===== src/rtl/sensor_frame_crc_check_and_scale_unit_defines.svh =====
// Assertion macros shared by the sensor frame checker RTL.
// Expects clk and rst in the scope of use; empty when SYNTH is defined.
`ifndef SENSOR_FRAME_CRC_CHECK_AND_SCALE_UNIT_DEFINES_SVH
`define SENSOR_FRAME_CRC_CHECK_AND_SCALE_UNIT_DEFINES_SVH
`ifndef SYNTH
// antecedent and consequent in the same cycle
`define SFCCS_ASSERT_NOW(lbl, ante, cons) \
  lbl: assert property (@(posedge clk) disable iff (rst) (ante) |-> (cons)) \
    else $error("sfccs assertion failed");
// consequent in the cycle after the antecedent
`define SFCCS_ASSERT_NEXT(lbl, ante, cons) \
  lbl: assert property (@(posedge clk) disable iff (rst) (ante) |=> (cons)) \
    else $error("sfccs assertion failed");
`else
`define SFCCS_ASSERT_NOW(lbl, ante, cons)
`define SFCCS_ASSERT_NEXT(lbl, ante, cons)
`endif
`endif


===== src/rtl/sfccs_pkg.sv =====
// Types and constants for the sensor frame CRC check and scale unit.
// No dependencies.
package sfccs_pkg;

  localparam int QueueDepthDefault = 2;

  localparam logic [7:0]         CrcPoly    = 8'h31;
  localparam logic [7:0]         CrcInit    = 8'h00;
  localparam logic [15:0]        StatusMask = 16'h0003;
  localparam logic [14:0]        TempSpan   = 15'd17572;
  localparam logic [14:0]        HumSpan    = 15'd12500;
  localparam logic signed [15:0] TempOffset = -16'sd4685;
  localparam logic signed [15:0] HumOffset  = -16'sd600;

  typedef struct packed {
    logic       func;
    logic       frame_first;
    logic [7:0] data_byte;
  } in_item_t;

  typedef struct packed {
    logic               measure_kind;
    logic [15:0]        raw_reading;
    logic signed [14:0] value_centi;
    logic               crc_ok;
  } out_item_t;

  // completed frame handed from front to back
  typedef struct packed {
    logic        kind;
    logic [15:0] raw;
    logic        crc_ok;
  } job_t;

  typedef struct packed {
    logic valid;
    logic full;
  } queue_status_t;

endpackage


===== src/rtl/sfccs_front.sv =====
// Front end: frame byte tracking and CRC-8 over the reading bytes.
// Depends on sfccs_pkg; pushes completed frames into sfccs_queue.
`include "sensor_frame_crc_check_and_scale_unit_defines.svh"
module sfccs_front (
  input  logic              clk,
  input  logic              rst,
  input  logic              byte_valid,
  output logic              byte_stall,
  input  sfccs_pkg::in_item_t frame_byte,
  input  logic              queue_full,
  output logic              push,
  output sfccs_pkg::job_t   push_job
);
  import sfccs_pkg::*;

  typedef enum logic [1:0] {
    IDX_MSB = 2'd0,
    IDX_LSB = 2'd1,
    IDX_CRC = 2'd2
  } byte_idx_t;

  function automatic logic [7:0] crc8_step(input logic [7:0] crc, input logic [7:0] b);
    logic [7:0] c;
    c = crc ^ b;
    for (int k = 0; k < 8; k++) begin
      c = c[7] ? ((c << 1) ^ CrcPoly) : (c << 1);
    end
    return c;
  endfunction

  byte_idx_t  byte_index;
  logic [7:0] high_byte;
  logic [7:0] low_byte;
  logic [7:0] crc_acc;
  logic       kind_latch;

  logic accept;
  logic take_msb;
  logic take_lsb;

  assign byte_stall = queue_full;
  assign accept     = byte_valid && !byte_stall;

  always_comb begin
    take_msb = 1'b1;
    take_lsb = 1'b0;
    case (byte_index)
      IDX_LSB: begin
        take_msb = frame_byte.frame_first;
        take_lsb = !frame_byte.frame_first;
      end
      IDX_CRC: begin
        take_msb = frame_byte.frame_first;
      end
      default: begin
        take_msb = 1'b1;
      end
    endcase
  end

  assign push            = accept && !take_msb && !take_lsb;
  assign push_job.kind   = kind_latch;
  assign push_job.raw    = {high_byte, low_byte} & ~StatusMask;
  assign push_job.crc_ok = (crc_acc == frame_byte.data_byte);

  always_ff @(posedge clk) begin
    if (rst) begin
      byte_index <= IDX_MSB;
      high_byte  <= '0;
      low_byte   <= '0;
      crc_acc    <= '0;
      kind_latch <= 1'b0;
    end else if (accept) begin
      if (take_msb) begin
        kind_latch <= frame_byte.func;
        high_byte  <= frame_byte.data_byte;
        crc_acc    <= crc8_step(CrcInit, frame_byte.data_byte);
        byte_index <= IDX_LSB;
      end else if (take_lsb) begin
        low_byte   <= frame_byte.data_byte;
        crc_acc    <= crc8_step(crc_acc, frame_byte.data_byte);
        byte_index <= IDX_CRC;
      end else begin
        byte_index <= IDX_MSB;
      end
    end
  end

  `SFCCS_ASSERT_NEXT(a_frame_restart, push, byte_index == IDX_MSB)
  `SFCCS_ASSERT_NOW(a_push_only_on_crc, push, byte_index == IDX_CRC && !frame_byte.frame_first)

endmodule


===== src/rtl/sfccs_queue.sv =====
// Short job queue between front and back; register-based storage.
// Depends on sfccs_pkg.
`include "sensor_frame_crc_check_and_scale_unit_defines.svh"
module sfccs_queue #(
  parameter int Depth = sfccs_pkg::QueueDepthDefault
) (
  input  logic                       clk,
  input  logic                       rst,
  input  logic                       push,
  input  sfccs_pkg::job_t            push_job,
  input  logic                       pop,
  output sfccs_pkg::job_t            head_job,
  output sfccs_pkg::queue_status_t   status
);
  import sfccs_pkg::*;

  localparam int PtrW = $clog2(Depth);
  localparam int CntW = $clog2(Depth + 1);

  job_t            entries [Depth];
  logic [PtrW-1:0] wr_ptr;
  logic [PtrW-1:0] rd_ptr;
  logic [CntW-1:0] count;

  logic do_push;
  logic do_pop;

  assign status.valid = (count != '0);
  assign status.full  = (count == CntW'(Depth));
  assign head_job     = entries[rd_ptr];
  assign do_push      = push && !status.full;
  assign do_pop       = pop && status.valid;

  always_ff @(posedge clk) begin
    if (do_push) begin
      entries[wr_ptr] <= push_job;
    end
  end

  always_ff @(posedge clk) begin
    if (rst) begin
      wr_ptr <= '0;
      rd_ptr <= '0;
      count  <= '0;
    end else begin
      if (do_push) begin
        wr_ptr <= (wr_ptr == PtrW'(Depth - 1)) ? '0 : wr_ptr + 1'b1;
      end
      if (do_pop) begin
        rd_ptr <= (rd_ptr == PtrW'(Depth - 1)) ? '0 : rd_ptr + 1'b1;
      end
      if (do_push && !do_pop) begin
        count <= count + 1'b1;
      end else if (do_pop && !do_push) begin
        count <= count - 1'b1;
      end
    end
  end

  `SFCCS_ASSERT_NOW(a_count_bound, 1'b1, count <= CntW'(Depth))
  `SFCCS_ASSERT_NEXT(a_count_up, do_push && !do_pop, count == $past(count) + 1'b1)

endmodule


===== src/rtl/sfccs_scale.sv =====
// Back end: scales the raw reading to hundredths, two register stages.
// Depends on sfccs_pkg; pops jobs from sfccs_queue.
`include "sensor_frame_crc_check_and_scale_unit_defines.svh"
module sfccs_scale (
  input  logic                     clk,
  input  logic                     rst,
  input  sfccs_pkg::queue_status_t q_status,
  input  sfccs_pkg::job_t          head_job,
  output logic                     pop,
  output logic                     result_valid,
  input  logic                     result_stall,
  output sfccs_pkg::out_item_t     result
);
  import sfccs_pkg::*;

  // stage 1: product
  logic        s1_valid;
  logic        s1_kind;
  logic [15:0] s1_raw;
  logic        s1_crc_ok;
  logic [30:0] s1_prod;

  logic               out_take;
  logic               s1_load;
  logic [14:0]        span;
  logic [14:0]        scaled;
  logic signed [15:0] value_full;

  assign out_take = !result_valid || !result_stall;
  assign s1_load  = !s1_valid || out_take;
  assign pop      = q_status.valid && s1_load;
  assign span     = head_job.kind ? HumSpan : TempSpan;

  assign scaled     = s1_prod[30:16];
  assign value_full = $signed({1'b0, scaled}) + (s1_kind ? HumOffset : TempOffset);

  always_ff @(posedge clk) begin
    if (rst) begin
      s1_valid <= 1'b0;
    end else if (s1_load) begin
      s1_valid <= q_status.valid;
    end
  end

  always_ff @(posedge clk) begin
    if (pop) begin
      s1_kind   <= head_job.kind;
      s1_raw    <= head_job.raw;
      s1_crc_ok <= head_job.crc_ok;
      s1_prod   <= 31'(span * head_job.raw);
    end
  end

  always_ff @(posedge clk) begin
    if (rst) begin
      result_valid <= 1'b0;
    end else if (out_take) begin
      result_valid <= s1_valid;
    end
  end

  always_ff @(posedge clk) begin
    if (out_take && s1_valid) begin
      result.measure_kind <= s1_kind;
      result.raw_reading  <= s1_raw;
      result.value_centi  <= value_full[14:0];
      result.crc_ok       <= s1_crc_ok;
    end
  end

  `SFCCS_ASSERT_NEXT(a_stage_forward, s1_valid && out_take, result_valid)

endmodule


===== src/rtl/sensor_frame_crc_check_and_scale_unit.sv =====
// Sensor reading frame checker: CRC-8 (0x31) over MSB/LSB, scaled output.
// Top level; uses sfccs_pkg, sfccs_front, sfccs_queue and sfccs_scale.
//
// Usage: frame bytes (MSB, LSB, CRC) enter on byte_valid/frame_byte; a
// transfer happens when byte_valid is high and byte_stall low. frame_first
// restarts the frame; func is latched with the MSB. On the CRC byte one
// result leaves on result_valid/result: the reading with its status bits
// cleared, the value in hundredths and a CRC match flag.
// Throughput: one byte per cycle while byte_stall is low. After the CRC
// byte transfer the result passes through the job queue, the product
// register (the multiply) and then the output register.
// While result_stall is high the result holds; the back end stops and the
// job queue (QueueDepth entries) absorbs frames, and byte_stall rises once
// it is full. Reset clears the frame position, the queue and the pipeline.
module sensor_frame_crc_check_and_scale_unit #(
  parameter int QueueDepth = sfccs_pkg::QueueDepthDefault
) (
  input  logic                  clk,
  input  logic                  rst,
  input  logic                  byte_valid,
  output logic                  byte_stall,
  input  sfccs_pkg::in_item_t   frame_byte,
  output logic                  result_valid,
  input  logic                  result_stall,
  output sfccs_pkg::out_item_t  result
);
  import sfccs_pkg::*;

  logic          push;
  job_t          push_job;
  logic          pop;
  job_t          head_job;
  queue_status_t q_status;

  sfccs_front u_front (
    .clk        (clk),
    .rst        (rst),
    .byte_valid (byte_valid),
    .byte_stall (byte_stall),
    .frame_byte (frame_byte),
    .queue_full (q_status.full),
    .push       (push),
    .push_job   (push_job)
  );

  sfccs_queue #(
    .Depth (QueueDepth)
  ) u_queue (
    .clk      (clk),
    .rst      (rst),
    .push     (push),
    .push_job (push_job),
    .pop      (pop),
    .head_job (head_job),
    .status   (q_status)
  );

  sfccs_scale u_scale (
    .clk          (clk),
    .rst          (rst),
    .q_status     (q_status),
    .head_job     (head_job),
    .pop          (pop),
    .result_valid (result_valid),
    .result_stall (result_stall),
    .result       (result)
  );

endmodule


===== config.mk =====
export PLATFORM = sky130hd
export DESIGN_NAME = sensor_frame_crc_check_and_scale_unit
export DESIGN_NICKNAME = d
export VERILOG_FILES = /design/src/rtl/sfccs_pkg.sv /design/src/rtl/sfccs_front.sv /design/src/rtl/sfccs_queue.sv /design/src/rtl/sfccs_scale.sv /design/src/rtl/sensor_frame_crc_check_and_scale_unit.sv
export VERILOG_INCLUDE_DIRS = /design/src /design/src/rtl
export SDC_FILE = /design/constraint.sdc
export NUM_CORES = 1
export LEC_CHECK = 0
export BUFFER_PORTS_ARGS = -buffer_cell sky130_fd_sc_hd__buf_4
export CAP_MARGIN = 20
export CORE_ASPECT_RATIO = 1.2
export CORE_MARGIN = 4
export CORE_UTILIZATION = 35
export DETAILED_ROUTE_END_ITERATION = 8
export PLACE_DENSITY_LB_ADDON = 0.15
export SKIP_CTS_REPAIR_TIMING = 1
export SLEW_MARGIN = 10
export SYNTH_ARGS = -nofsm -noshare
export SYNTH_HDL_FRONTEND = slang
export SYNTH_SLANG_ARGS = --single-unit

===== constraint.sdc =====
create_clock -name clk -period 19.55 [get_ports clk]
set_clock_uncertainty 0.05 [all_clocks]
set_input_delay 0.9775 -clock clk [delete_from_list [all_inputs] [get_ports clk]]
set_output_delay 0.9775 -clock clk [all_outputs]
set_load 0.1 [all_outputs]

# Word-level counts from Yosys, hierarchy flattened
# Memory sizes are Yosys's and may differ from the RTL's. A register that Yosys moved wholly into a read port is not among the register bits.
# Index checks and enable logic that the tools add are counted.
dict set report classes {
  add_sub_neg 5
  mul 1
  eq_ne 4
  n_mux 32
  n_bitwise 18
  n_reduce_logical 27
}
# op n
set op_table {}
lappend op_table {{two-way mux 6 bit} 16}
lappend op_table {{NOT 3 bit} 16}
lappend op_table {{multiplier 15 x 16 -> 31 bit} 1}
lappend op_table {{two-way mux 8 bit} 2}
lappend op_table {{adder 15 bit} 1}
lappend op_table {{two-way mux 15 bit} 1}
lappend op_table {{two-way mux 13 bit} 1}
lappend op_table {{logical AND 1 bit} 9}
lappend op_table {{zero test 1 bit} 9}
lappend op_table {{equality test 8 bit} 1}
lappend op_table {{two-way mux 1 bit} 8}
lappend op_table {{two-way mux 2 bit} 4}
lappend op_table {{bitwise XOR 8 bit} 1}
lappend op_table {{nonzero test 2 bit} 3}
lappend op_table {{equality test 2 bit, second input constant} 2}
lappend op_table {{AND reduction 2 bit} 2}
lappend op_table {{AND reduction 3 bit} 1}
lappend op_table {{adder 1 bit, second input constant} 2}
lappend op_table {{adder 2 x 1 -> 2 bit, second input constant} 1}
lappend op_table {{equality test 2 x 1 -> 1 bit, second input constant} 1}
lappend op_table {{logical OR 1 bit} 2}
lappend op_table {{OR reduction 2 bit} 1}
lappend op_table {{subtractor 2 x 1 -> 2 bit, second input constant} 1}
lappend op_table {{NOT 1 bit} 1}
dict set report totals {
  register_bits 115
  mem_bits_rw 32
  inputBits 14
  elab_cells 106
  mem_count 1
}
# memory words word_bits rd rd_clocked_by_memory_dff wr line
set memory_table {}
lappend memory_table {u_queue.entries 2 16 1 1 1 sfccs_queue.sv:20} ;# job_t entries [Depth];

# Longest topological paths before layout
dict set report logic_depth {
  ltp_word 19
  mapped_depth 24
  depth_no_buf 21
}

# Modules after synthesis
# From an unflattened synthesis, not the netlist that was laid out.
dict set report hier_totals {
  hier_cells 896
  area_unflattened_um2 10053.4
}
# mod n_inst cells_each area_each_um2
set by_module_without_submodules {}
lappend by_module_without_submodules {sfccs_scale 1 635 6985.4}
lappend by_module_without_submodules {sfccs_front 1 180 1551.5}
lappend by_module_without_submodules {sfccs_queue 1 81 1516.5}

# Least setup slack after synthesis
# No wires, ideal clock.
dict set report synth_path {
  path_type {reg2reg}
  start {reg (tool-made name)}
  end {reg u_scale.s1_prod[28], data pin}
  setup_ps 255
  arrival_ps 5856
  t_required_ps 19245
  path_slack_ps 13389
  stages_incl_launch_ff 22
  path_buffers 3
  period_less_slack_ps 6161
  cell_sequence {dfxtp_1 buf_6 mux2i_1 clkinv_1 clkbuf_1 nor2_1 or2_2 ha_1 fa_1 inv_1 fa_1 inv_1 fa_1 fa_1 ha_1 ha_1 clkbuf_2 a21oi_1 o21ai_0 a2111oi_0 or3b_1 and3_1}
}
# element line
set synth_lines {}
lappend synth_lines {{end signal, assigned} sfccs_scale.sv:50} ;# s1_prod <= 31'(span * head_job.raw);
lappend synth_lines {{end, declared} sfccs_scale.sv:21} ;# logic [30:0] s1_prod;

==> results by group <==
Layout
  – Commonest non-fill, non-tap cell in the layout: ha_1
  – Share of cells above drive strength 1: 12.1%
  – Final Util: 40.8%
  – # nets final: around 1100
  – # diodes: 0
  – Commonest non-fill, non-tap cells in the layout: ha_1 (126), inv_1 (100), edfxtp_1 (94)
  – Synthesis-to-finish area growth: 13.6%

Yosys
  – Post-synth top flop: edfxtp_1
  – Yosys Warn Count: 0
  – Syn Area/Cell: 11.1 um2
  – Mapped cell area: 9260 um2
  – Asr flop ratio synth: 0%
  – Unique masters post-synth: 63
  – Mapped Cells: roughly 830
  – Yosys reg bits: 126
  – Sequential area share after synthesis: 37.4%
  – EDFF count, synth: between 90 and 100

Setup path
  – Slowest-stage cell, CP: fa_1
  – Worst-path cell chain: mux2i_1, buf_4, clkinv_1, nor2_1, or2_2, ha_1, fa_1, inv_1, fa_1, inv_1, fa_1, fa_1, ha_1, ha_1, a21oi_1, o21ai_0, a2111oi_0, or3b_1, and3_1
  – Worst Path Arrival: 6.71 ns
  – Crit path largest cell delay: 0.58 ns
  – Critical path fanouts, max: 17
  – Crit start category: register
  – Worst Setup End Kind: register
  – Crit path required time: 19.67 ns
  – Cell repeated most along the worst path: fa_1
  – WS Path Type: reg2reg

Timing
  – Count of pins over their slew limit: 0
  – Slew @ Worst Pin: 0.786 ns
  – Crit path time final: about 6.6 ns
  – Final setup vio count: 0
  – RSZ-0062 raised after global routing: false
  – Period utilization: around a third
  – Slew headroom: 47.6%
  – Sum Neg Setup Slack: 0 ns
  – F_max: 152 MHz
  – Final-report hold violation count: 0

Clocking
  – Cts bufs inserted: 17
  – Clk pin slew, worst setup/hold paths: approximately 0.060 ns
  – Htree depth: 4
  – Clock root buffer: clkbuf_16
  – TritonCTS clock tree: built
  – Clk_lat worst skew: 0.42 ns
  – Clk sink count: around 130
  – Largest buffer count on any clock path: 2

Flow run
  – Max_cap viols: 0

Drt
  – TritonRoute pass-1 iters: 4
  – Drt wl/cell: 15.8 um
  – Remaining antenna violation count after routing: 0
  – Iteration-0 DRC Markers: 156
  – Vias per cell: 4.75
  – Residual DRC: 0
  – Post-Route WL: 19.1 mm
  – Total number of vias: roughly 5800

Floorplan
  – Core area: 25800 um2
  – Die width: ~160 um
  – Number of top-level pins: 49
  – Row Count: 64
  – Die height: 186 um
  – Starting Density: a little over a third
  – Die ar.: 29100 um2

Global routing
  – Initial antenna violation count: 0
  – GR met1 Demand/Resource: 16.6%
  – Global route total overflow: 0
  – GRT Resource Usage Total: 13.9%
  – Largest net degree at the start of global routing: 33
  – M2 GR Usage: 24.9%
  – Vias in the first global route: between 6000 and 7000
  – GR peak layer: met2
  – Met3 usage: 2.13%
  – Global-route wire length before repair: 31.4 mm

Status
  – Status: complete, no violations

Placed design
  – Port Buffers: 46
  – Routability cong.: between 0.8 and 0.9
  – DP HPWL: 15.2 mm

Hold path
  – HP Class: reg2reg
[stage by stage]
stage	setup slack, ns	cell area, um2	hold slack [ns]	std cells
6_report	12.96	10500	0.364	1214
5_1_grt	12.30	10500	0.370	1214
4_1_cts	12.95	10500	0.365	1214
3_5_place_dp	12.98	9930	0.355	1182
3_3_place_gp	13.02	9930	0.353	1182
2_1_floorplan	13.39	9300	0.350	844
[sequential cells by signal (all words and copies together) (netlist names), 6 cells and up, named ones only]
signal,flops
u_queue.entries,32
u_scale.s1_raw,12
u_scale.s1_prod,17
u_scale.result,31
u_front.high_byte,8
u_front.crc_acc,8
u_front.low_byte,6
[Yosys cell counts (5+ instances only)]
| cell | number | share of area [%] |
|---|---|---|
| nand3_1 | 15 | 0.81 |
| fa_1 | 62 | 13 |
| edfxtp_1 | 94 | 30 |
| ha_1 | 126 | 17 |
| o21ai_0 | 19 | 1.0 |
| nand4_1 | 7 | 0.47 |
| mux2i_1 | 27 | 2.9 |
| clkbuf_1 | 33 | 1.3 |
| a31oi_1 | 5 | 0.34 |
| inv_1 | 100 | 4.1 |
| xnor2_1 | 45 | 4.3 |
| a21o_1 | 6 | 0.49 |
| or2_2 | 13 | 0.88 |
| nand2b_1 | 6 | 0.41 |
| buf_2 | 6 | 0.32 |
| dfxtp_1 | 32 | 6.9 |
| a211oi_1 | 6 | 0.49 |
| xor2_1 | 21 | 2.0 |
| nand2_1 | 38 | 1.5 |
| and3_1 | 6 | 0.41 |
| a21oi_1 | 30 | 1.6 |
| nor2_1 | 70 | 2.8 |
[metal layers]
metal	share of wire [%]	routed length, um
met1	43	8300
met2	52	9890
met3	2.7	524
met4	2.3	438
met5	0	0
[kinds of logic (layout without fill, tap and decap cells)]
family	Yosys count	count (layout)	share of synthesized area [%]
AND/OR/NAND/NOR	177	177	9.08
XOR/XNOR	67	67	6.49
multiplexers	29	29	3.16
adder cells (fa/ha/maj)	188	188	30.4
other	2	14	0.0811
flip-flops	126	126	37.4
AO/OA/AOI/OAI	99	99	7.22
buffers and inverters	144	184	6.10
[worst max-delay path: cells and delay by family, from the launching register on]
| family | cells | cell delay, ns |
|---|---|---|
| mux | 1 | 0.15 |
| simple gates | 4 | 1.07 |
| fa+ha+maj | 7 | 2.96 |
| compound gates | 3 | 0.91 |
| buf+inv | 4 | 0.78 |
| flops | 1 | 0.43 |
[layout make-up]
type	count	area, um2
Multi-Input combinational cell	574	5290
Clock buffer	20	447
Tap cell	330	413
Clock inverter	12	136
Fill cell	2587	15300
Sequential cell	126	3460
Inverter	101	379
Timing Repair Buffer	51	383
[path summary, 6_finish.rpt]
kind                                                  startpoint                             to  slack, ns  cells after the start
worst max-delay path            u_queue.entries[0][15]$_DFFE_PP_  u_scale.s1_prod[28]$_DFFE_PP_      12.96                     19
worst min-delay path                u_scale.s1_prod[4]$_DFFE_PP_   u_scale.result[18]$_DFFE_PP_       0.36                      0
worst max register to register  u_queue.entries[0][15]$_DFFE_PP_  u_scale.s1_prod[28]$_DFFE_PP_      12.96                     19
worst min register to register      u_scale.s1_prod[4]$_DFFE_PP_   u_scale.result[18]$_DFFE_PP_       0.36                      0
Power is not shown: default switching activity piles up to over one toggle a cycle in this logic, so the estimate is an artifact.
